File: src/rtl/gbn_pkg.sv
// Go-back-N sender package: frame descriptor type, window control struct,
// action codes and default sizes. No dependencies.
package gbn_pkg;

	localparam int WINDOW_DEPTH_DEF  = 4;
	localparam int PENDING_DEPTH_DEF = 16;

	localparam int SEQ_W   = 32;
	localparam int TAG_W   = 6;
	localparam int LEN_W   = 7;
	localparam int LIMIT_W = 3;

	localparam logic [LIMIT_W-1:0] LIMIT_RESET = LIMIT_W'(4);

	localparam logic [1:0] ACT_SEND    = 2'd0;
	localparam logic [1:0] ACT_TIMEOUT = 2'd1;
	localparam logic [1:0] ACT_ACK     = 2'd2;

	typedef struct packed {
		logic [SEQ_W-1:0] seq;
		logic [TAG_W-1:0] tag;
		logic [LEN_W-1:0] len;
	} frame_t;

	// shift: every cell takes its upper neighbor (front frame leaves)
	// recirc: with shift, the top valid cell takes the front frame (rotate)
	// append: the first free cell loads the incoming frame
	typedef struct packed {
		logic shift;
		logic recirc;
		logic append;
	} win_ctrl_t;

endpackage

File: src/rtl/gbn_cell.sv
// One slot of the outstanding window chain: a frame descriptor and a valid bit.
// Depends on gbn_pkg (frame_t, win_ctrl_t).
module gbn_cell (
	input  logic             clk,
	input  logic             arst_n,
	input  gbn_pkg::win_ctrl_t ctrl,
	input  logic             prev_valid,
	input  logic             next_valid,
	input  gbn_pkg::frame_t  next_frame,
	input  gbn_pkg::frame_t  head_frame,
	input  gbn_pkg::frame_t  append_frame,
	output logic             valid,
	output gbn_pkg::frame_t  frame
);

	logic            valid_q;
	gbn_pkg::frame_t frame_q;

	always_ff @(posedge clk or negedge arst_n) begin
		if (!arst_n) begin
			valid_q <= 1'b0;
		end else if (ctrl.shift) begin
			valid_q <= next_valid | (ctrl.recirc & valid_q);
		end else if (ctrl.append && !valid_q && prev_valid) begin
			valid_q <= 1'b1;
		end
	end

	always_ff @(posedge clk) begin
		if (ctrl.shift) begin
			if (next_valid) begin
				frame_q <= next_frame;
			end else if (ctrl.recirc && valid_q) begin
				frame_q <= head_frame;
			end
		end else if (ctrl.append && !valid_q && prev_valid) begin
			frame_q <= append_frame;
		end
	end

	assign valid = valid_q;
	assign frame = frame_q;

endmodule

File: src/rtl/gbn_pend_fifo.sv
// Pending frame queue: circular buffer memory with registered read port.
// Depends on gbn_pkg (frame_t).
module gbn_pend_fifo #(
	parameter int DEPTH = gbn_pkg::PENDING_DEPTH_DEF
) (
	input  logic                       clk,
	input  logic                       arst_n,
	input  logic                       wr_en,
	input  gbn_pkg::frame_t            wr_data,
	input  logic                       rd_en,
	output gbn_pkg::frame_t            rd_data,
	output logic [$clog2(DEPTH+1)-1:0] count
);

	localparam int PW = $clog2(DEPTH);
	localparam int NW = $clog2(DEPTH + 1);

	gbn_pkg::frame_t mem [DEPTH];
	gbn_pkg::frame_t rd_data_q;
	logic [PW-1:0]   head_q;
	logic [PW-1:0]   tail_q;
	logic [NW-1:0]   count_q;

	always_ff @(posedge clk) begin
		if (wr_en) begin
			mem[tail_q] <= wr_data;
		end
		if (rd_en) begin
			rd_data_q <= mem[head_q];
		end
	end

	always_ff @(posedge clk or negedge arst_n) begin
		if (!arst_n) begin
			head_q  <= '0;
			tail_q  <= '0;
			count_q <= '0;
		end else begin
			if (wr_en) begin
				tail_q <= (tail_q == PW'(DEPTH - 1)) ? '0 : tail_q + 1'b1;
			end
			if (rd_en) begin
				head_q <= (head_q == PW'(DEPTH - 1)) ? '0 : head_q + 1'b1;
			end
			if (wr_en && !rd_en) begin
				count_q <= count_q + 1'b1;
			end else if (rd_en && !wr_en) begin
				count_q <= count_q - 1'b1;
			end
		end
	end

	assign rd_data = rd_data_q;
	assign count   = count_q;

	a_no_overflow: assert property (@(posedge clk) disable iff (!arst_n)
		wr_en |-> count_q != NW'(DEPTH))
		else $error("pending queue written while full");

	a_no_underflow: assert property (@(posedge clk) disable iff (!arst_n)
		rd_en |-> count_q != '0)
		else $error("pending queue read while empty");

	a_count_range: assert property (@(posedge clk) disable iff (!arst_n)
		count_q <= NW'(DEPTH))
		else $error("pending count beyond depth");

endmodule

File: src/rtl/go_back_n_sender_core.sv
// Go-back-N ARQ sender core: sequencer, window cell chain and pending queue.
// Depends on gbn_pkg, gbn_cell and gbn_pend_fifo.
//
// One input transaction is taken at a time; in_stall stays high until every
// transmit command it causes has been loaded into the output register. A
// send goes to the refill state, which moves frames into the window through
// the emit state one by one, and ends in the drop state when it is refused
// with no frame to move; an ack first retires frames in the retire state,
// then refills; a timeout walks the outstanding frames, which leave the window
// chain front first while the chain rotates. Each refilled frame passes the
// refill and emit states because the pending queue memory has a registered
// read. Output stalls lengthen these sequences. Unused input transactions
// (invalid action, timeout on an empty window) leave the sequencer idle.
module go_back_n_sender_core #(
	parameter int WINDOW_DEPTH  = gbn_pkg::WINDOW_DEPTH_DEF,
	parameter int PENDING_DEPTH = gbn_pkg::PENDING_DEPTH_DEF
) (
	input  logic                         clk,
	input  logic                         arst_n,
	input  logic                         cfg_wr_en,
	input  logic [gbn_pkg::LIMIT_W-1:0]  cfg_wr_data,
	input  logic                         in_valid,
	output logic                         in_stall,
	input  logic [1:0]                   action,
	input  logic [gbn_pkg::SEQ_W-1:0]    frame_seq,
	input  logic [gbn_pkg::TAG_W-1:0]    frame_tag,
	input  logic [gbn_pkg::LEN_W-1:0]    frame_length,
	input  logic [gbn_pkg::SEQ_W-1:0]    ack_number,
	output logic                         out_valid,
	input  logic                         out_stall,
	output logic [gbn_pkg::SEQ_W-1:0]    out_seq,
	output logic [gbn_pkg::TAG_W-1:0]    out_tag,
	output logic [gbn_pkg::LEN_W-1:0]    out_length,
	output logic                         dropped,
	output logic                         last
);

	localparam int CW  = $clog2(WINDOW_DEPTH + 1);
	localparam int LW  = (CW > gbn_pkg::LIMIT_W) ? CW : gbn_pkg::LIMIT_W;
	localparam int NW  = $clog2(PENDING_DEPTH + 1);

	localparam logic [2:0] ST_IDLE   = 3'd0;
	localparam logic [2:0] ST_RETIRE = 3'd1;
	localparam logic [2:0] ST_REFILL = 3'd2;
	localparam logic [2:0] ST_EMIT   = 3'd3;
	localparam logic [2:0] ST_ROTATE = 3'd4;
	localparam logic [2:0] ST_DROP   = 3'd5;

	logic [2:0]                  state_q;
	logic [gbn_pkg::LIMIT_W-1:0] limit_q;
	logic [CW-1:0]               win_count_q;
	logic [CW-1:0]               rot_q;
	logic [gbn_pkg::SEQ_W-1:0]   ack_q;
	logic                        drop_q;
	logic                        emitted_q;

	logic                        out_valid_q;
	gbn_pkg::frame_t             out_frame_q;
	logic                        dropped_q;
	logic                        last_q;

	logic                        accept;
	logic                        out_free;
	logic                        out_load;
	gbn_pkg::frame_t             out_frame_d;
	logic                        dropped_d;
	logic                        last_d;

	logic [LW-1:0]               lim;
	logic [LW:0]                 win_ext;
	logic                        can_refill;
	logic                        retire_hit;

	gbn_pkg::win_ctrl_t          ctrl;
	gbn_pkg::frame_t             win_frame [WINDOW_DEPTH];
	logic [WINDOW_DEPTH-1:0]     win_valid;

	logic                        fifo_wr;
	logic                        fifo_rd;
	gbn_pkg::frame_t             fifo_wr_data;
	gbn_pkg::frame_t             fifo_rd_data;
	logic [NW-1:0]               pend_count;

	assign accept   = in_valid && !in_stall;
	assign in_stall = (state_q != ST_IDLE);
	assign out_free = !out_valid_q || !out_stall;

	// Limit register values 0 and above the depth are clamped
	always_comb begin
		if (limit_q == '0) begin
			lim = LW'(1);
		end else if (LW'(limit_q) > LW'(WINDOW_DEPTH)) begin
			lim = LW'(WINDOW_DEPTH);
		end else begin
			lim = LW'(limit_q);
		end
	end

	assign win_ext    = (LW + 1)'(win_count_q);
	assign can_refill = (win_ext < {1'b0, lim}) && (pend_count != '0);
	assign retire_hit = win_valid[0] && (win_frame[0].seq <= ack_q);

	assign fifo_wr_data = '{seq: frame_seq, tag: frame_tag, len: frame_length};
	assign fifo_wr      = accept && (action == gbn_pkg::ACT_SEND)
	                      && (pend_count != NW'(PENDING_DEPTH));
	assign fifo_rd      = (state_q == ST_REFILL) && can_refill;

	// Sequencer outputs
	always_comb begin
		ctrl        = '0;
		out_load    = 1'b0;
		out_frame_d = fifo_rd_data;
		dropped_d   = drop_q;
		last_d      = 1'b0;
		unique case (state_q)
			ST_RETIRE: begin
				ctrl.shift = retire_hit;
			end
			ST_EMIT: begin
				out_load    = out_free;
				ctrl.append = out_free;
				last_d      = (win_ext + 1'b1 >= {1'b0, lim}) || (pend_count == '0);
			end
			ST_ROTATE: begin
				out_load    = out_free;
				ctrl.shift  = out_free;
				ctrl.recirc = 1'b1;
				out_frame_d = win_frame[0];
				dropped_d   = 1'b0;
				last_d      = (rot_q + CW'(1)) == win_count_q;
			end
			ST_DROP: begin
				out_load    = out_free;
				out_frame_d = '0;
				dropped_d   = 1'b1;
				last_d      = 1'b1;
			end
			default: begin
			end
		endcase
	end

	always_ff @(posedge clk or negedge arst_n) begin
		if (!arst_n) begin
			limit_q <= gbn_pkg::LIMIT_RESET;
		end else if (cfg_wr_en) begin
			limit_q <= cfg_wr_data;
		end
	end

	always_ff @(posedge clk or negedge arst_n) begin
		if (!arst_n) begin
			state_q     <= ST_IDLE;
			win_count_q <= '0;
			rot_q       <= '0;
			drop_q      <= 1'b0;
			emitted_q   <= 1'b0;
		end else begin
			unique case (state_q)
				ST_IDLE: begin
					emitted_q <= 1'b0;
					rot_q     <= '0;
					if (accept) begin
						priority case (action)
							gbn_pkg::ACT_SEND: begin
								drop_q  <= (pend_count == NW'(PENDING_DEPTH));
								state_q <= ST_REFILL;
							end
							gbn_pkg::ACT_TIMEOUT: begin
								if (win_count_q != '0) begin
									state_q <= ST_ROTATE;
								end
							end
							gbn_pkg::ACT_ACK: begin
								drop_q  <= 1'b0;
								state_q <= ST_RETIRE;
							end
							default: begin
							end
						endcase
					end
				end
				ST_RETIRE: begin
					if (retire_hit) begin
						win_count_q <= win_count_q - 1'b1;
					end else begin
						state_q <= ST_REFILL;
					end
				end
				ST_REFILL: begin
					if (can_refill) begin
						state_q <= ST_EMIT;
					end else if (drop_q && !emitted_q) begin
						state_q <= ST_DROP;
					end else begin
						state_q <= ST_IDLE;
					end
				end
				ST_EMIT: begin
					if (out_free) begin
						win_count_q <= win_count_q + 1'b1;
						emitted_q   <= 1'b1;
						state_q     <= ST_REFILL;
					end
				end
				ST_ROTATE: begin
					if (out_free) begin
						rot_q <= rot_q + 1'b1;
						if (last_d) begin
							state_q <= ST_IDLE;
						end
					end
				end
				ST_DROP: begin
					if (out_free) begin
						state_q <= ST_IDLE;
					end
				end
				default: begin
					state_q <= ST_IDLE;
				end
			endcase
		end
	end

	always_ff @(posedge clk) begin
		if (accept) begin
			ack_q <= ack_number;
		end
	end

	// Output register
	always_ff @(posedge clk or negedge arst_n) begin
		if (!arst_n) begin
			out_valid_q <= 1'b0;
		end else if (out_load) begin
			out_valid_q <= 1'b1;
		end else if (!out_stall) begin
			out_valid_q <= 1'b0;
		end
	end

	always_ff @(posedge clk) begin
		if (out_load) begin
			out_frame_q <= out_frame_d;
			dropped_q   <= dropped_d;
			last_q      <= last_d;
		end
	end

	assign out_valid  = out_valid_q;
	assign out_seq    = out_frame_q.seq;
	assign out_tag    = out_frame_q.tag;
	assign out_length = out_frame_q.len;
	assign dropped    = dropped_q;
	assign last       = last_q;

	gbn_pend_fifo #(
		.DEPTH (PENDING_DEPTH)
	) u_pend (
		.clk     (clk),
		.arst_n  (arst_n),
		.wr_en   (fifo_wr),
		.wr_data (fifo_wr_data),
		.rd_en   (fifo_rd),
		.rd_data (fifo_rd_data),
		.count   (pend_count)
	);

	// Window chain, cell 0 holds the oldest outstanding frame
	for (genvar j = 0; j < WINDOW_DEPTH; j++) begin : g_cell
		logic            prev_v;
		logic            next_v;
		gbn_pkg::frame_t next_f;

		if (j == 0) begin : g_first
			assign prev_v = 1'b1;
		end else begin : g_mid
			assign prev_v = win_valid[j-1];
		end

		if (j == WINDOW_DEPTH - 1) begin : g_top
			assign next_v = 1'b0;
			assign next_f = '0;
		end else begin : g_below
			assign next_v = win_valid[j+1];
			assign next_f = win_frame[j+1];
		end

		gbn_cell u_cell (
			.clk          (clk),
			.arst_n       (arst_n),
			.ctrl         (ctrl),
			.prev_valid   (prev_v),
			.next_valid   (next_v),
			.next_frame   (next_f),
			.head_frame   (win_frame[0]),
			.append_frame (fifo_rd_data),
			.valid        (win_valid[j]),
			.frame        (win_frame[j])
		);
	end

	a_count_matches_cells: assert property (@(posedge clk) disable iff (!arst_n)
		$countones(win_valid) == int'(win_count_q))
		else $error("window count disagrees with cell valid bits");

	a_append_has_room: assert property (@(posedge clk) disable iff (!arst_n)
		ctrl.append |-> win_count_q < CW'(WINDOW_DEPTH))
		else $error("append into a full window");

	a_rotate_restores: assert property (@(posedge clk) disable iff (!arst_n)
		(state_q == ST_ROTATE) |-> (rot_q < win_count_q))
		else $error("rotation ran past the outstanding frames");

	a_idle_no_output_work: assert property (@(posedge clk) disable iff (!arst_n)
		(state_q == ST_IDLE) |-> !out_load && !fifo_rd && (ctrl == '0))
		else $error("window or output activity while idle");

endmodule

File: config.mk
export PLATFORM = sky130hd
export DESIGN_NAME = go_back_n_sender_core
export DESIGN_NICKNAME = d
export VERILOG_FILES = /design/src/rtl/gbn_pkg.sv /design/src/rtl/gbn_cell.sv /design/src/rtl/gbn_pend_fifo.sv /design/src/rtl/go_back_n_sender_core.sv
export SDC_FILE = /design/constraint.sdc
export NUM_CORES = 1
export LEC_CHECK = 0
export BUFFER_PORTS_ARGS = -buffer_cell sky130_fd_sc_hd__buf_2
export CAP_MARGIN = 20
export CORE_MARGIN = 2
export CORE_UTILIZATION = 44
export DETAILED_ROUTE_END_ITERATION = 16
export PLACE_DENSITY = 0.58
export SYNTH_ARGS = -nofsm -noshare
export SYNTH_HDL_FRONTEND = slang
export SYNTH_SLANG_ARGS = --single-unit
File: constraint.sdc
create_clock -name clk -period 7 [get_ports clk]
set_clock_uncertainty 0.2 [all_clocks]
set_input_delay 0.35 -clock clk [delete_from_list [all_inputs] [get_ports clk]]
set_output_delay 0.35 -clock clk [all_outputs]
set_load 0.005 [all_outputs]
==> flow_summary.yaml <==
status:
  status: "finished, final reports clean"
global_routing:
  grt_max_degree: 115
  grt_use_total_pct: 19.58
  grt_antenna_before_repair: 6
  first_global_vias: 23310
  overflow: 0
  grt_pass1_wl_mm: 149.3
sta:
  finalHoldViolCount: 0
  setup_tns_ns: 0
  drv_slew: 0
  period_minus_slack_ns: 4.397
  fmax_mhz: 227.4
  finalSetupViolCount: 0
  rsz0062_at_grt: "no"
  timing.final.crit_share_pct: 62.81
  slew_headroom_pct: 30.74
  worst_hold_slack_ns: 0.08357
  tightest_slew_ns: 1.039
cells_and_area:
  mostFrequentLayoutCells: "edfxtp_1, mux2_2, nand2_1, o21ai_0, mux2i_1"
  multiInputGateArea_mm2: 0.01129
  syn2layout_area_growth_pct: 15.19
  finalNetCount: 2850
  final_common_cell: "edfxtp_1"
  fillers: 7987
  drive_above_1_share_pct: 26.89
  ff_latch_area_mm2: 0.03157
run:
  drv_cap: 0
setup_path:
  max_stage_delay_ns: 0.74
  timing.rr.start: "g_cell[0].u_cell.frame[16]"
  critical_path_class: "register to register"
  critPathCaptureType: "register"
  cp_max_fo: 23
  worstPathArrival_ns: 4.52
  cp_cell_sequence: "ha_1 > nand4_1 > or4_4 > a21oi_2 > a41oi_2 > o21ai_4 > a22o_2 > buf_4"
  cp.required_ns: 7.13
  crit_start: "g_cell[0].u_cell.frame[16]"
  crit_slowest_cell: "a22o_2"
  start_kind: "register"
detailed_routing:
  vias: 22650
  vias_per_cell: 5.544
  ant_nets: 0
  drtIter0Drc: 2081
  firstDrtPassIters: 5
  wire_per_inst_um: 24.47
  wl_mm: 99.98
  drc: 0
clocking:
  cts_resized: 0
  clockRootBuffer: "clkbuf_16"
  cts_setup_buffers: 0
  clk-insertion-delay-late_ns: 0.68
  clockBufferDepth: 3
  postCtsHoldBufs: 85
  cts_buffers: 109
  cts_sinks: 1056
  cts_tree: "done"
  path_clk_slew_ns: 0.06
  h-tree-depth: 3
worst_hold_path:
  hp-start: "action[0]"
  hp-class: "input pin to register"
power_and_ir_drop:
  p_leak_nw: 16.94
  p_per_area_mw_per_mm2: 409.0
  peakVddDrop_mv: 0.3211
synth:
  syn_area_per_cell_um2: 17.62
  syn_nets: 2609
  synthArstFlopShare_pct: 3.030
  synth-edff-count: 1024
  ys.flop_type: "edfxtp_1"
  yosys_warnings: 0
  seq_area_frac_synth_pct: 72.63
  syn_area_mm2: 0.04344
  synth_cells: 2466
  ys_ff_latch: 1056
  ys_types: 54
floorplan:
  coreArea_mm2: 0.09813
  dieArea_mm2: 0.1013
  dieWidth_um: 318.2
  io_pins: 136
  floorplan.initialDensity_pct: 44.27
  row_count: 115
  dieHeight_um: 318.2
placement:
  port_buffers: 135
  gp_congestion: 0.7864
  dp_hpwl_mm: 55.14
-- logic make-up after synthesis --
logic type / count (synthesis) / share of synthesized area (%)
flops: 1056 / 72.63
mux: 544 / 16.12
simple gates: 249 / 2.402
xor+xnor: 13 / 0.2938
compound gates: 363 / 5.072
fa+ha+maj: 56 / 1.647
buf+inv: 185 / 1.835
-- registers in the layout (all words and copies together) (netlist names) --
name	flops
u_pend.mem	720
g_cell.u_cell.frame	180
u_pend.rd_data	45
ack_q	32
out_seq	32
out_length	7
out_tag	6
u_pend.count	5
g_cell.u_cell.valid	4
u_pend.head_q	4
u_pend.tail_q	4
limit_q	3
rot_q	3
state_q	3
win_count_q	3
drop_q	1
dropped	1
emitted_q	1
last	1
out_valid	1
-- synthesized netlist by cell type (3+ instances only) --
cell      instances  area share [%]
a21o_1            5           0.086
a21oi_1          75            0.86
a221oi_1         46            0.93
a22oi_1          47            0.81
buf_1            15            0.13
buf_2            16            0.18
buf_4            12            0.21
buf_6             5            0.13
clkbuf_1         85            0.73
dfrtp_1          31             1.8
edfxtp_1       1024              71
ha_1             54             1.6
inv_1            52            0.45
mux2_1           24            0.62
mux2_2          282             7.3
mux2_4           10            0.35
mux2i_1         138             3.2
mux4_2           90             4.7
nand2_1         180             1.6
nand2b_1          4           0.058
nand3_1           4           0.046
nand4_1           9            0.13
nor2_1           24            0.21
nor2b_1           8            0.12
nor3_1           10            0.12
o21ai_0         163             1.9
o22ai_1           3           0.043
o31ai_1           6            0.10
xnor2_1           7            0.14
xor2_1            5            0.10
-- critical path, delay by kind of cell, from the launching register on --
| kind | cells | cell delay [ns] |
|---|---|---|
| fa+ha+maj | 1 | 0.34 |
| buf+inv | 1 | 0.49 |
| flops | 1 | 0.45 |
| simple gates | 2 | 0.77 |
| compound gates | 4 | 1.76 |
-- routing by layer --
| metal | global-route usage, % | vias to the layer above | share of wire, % |
|---|---|---|---|
| met5 | 0 | - | 0.036 |
| met4 | 4.866 | 6 | 1.9 |
| met3 | 2.773 | 149 | 5.3 |
| met2 | 32.36 | 626 | 48 |
| met1 | 27.49 | 11600 | 45 |
| li1 | - | 10270 | - |
-- area by class of cell --
type / instances / area share (%)
Timing Repair Buffer: 263 / 3.810
Multi-Input combinational cell: 1225 / 22.56
Inverter: 52 / 0.3900
Antenna cell: 1 / 0.005000
Clock buffer: 129 / 5.686
Sequential cell: 1056 / 63.08
Tap cell: 1287 / 3.218
Clock inverter: 72 / 1.248
-- where the power goes --
group / switching (mW) / internal (mW) / leakage [nW]
registers: 0.726 / 8.21 / 9.64
logic: 3.29 / 2.60 / 5.62
clock network: 2.38 / 3.26 / 1.68
-- final timing paths --
check                                             end  slack [ns]  cells after the start
setup / recovery           g_cell[0].u_cell.frame[30]        2.60                      8
hold / removal                                 drop_q        0.08                      5
min in group asynchronous                  limit_q[0]        0.10                      2
hold reg to reg                             emitted_q        0.29                      2
max in group asynchronous            u_pend.head_q[0]        5.92                      2
setup reg to reg           g_cell[0].u_cell.frame[30]        2.60                      8
-- through the flow --
step	setup WS [ns]	cell area [um^2]	cells	total power, mW	utilization [%]
finish	2.603	50040	4085	20.47	51.00
global route	2.302	50040	4085	21.46	51.00
floorplan	0.8071	43440	2466	13.03	-
detailed placement	2.447	45690	3797	14.96	46.56
CTS	2.424	50010	4083	20.65	50.97
global placement	2.515	45690	3797	14.78	46.56
No activity file was read; power rests on OpenSTA's default activity.
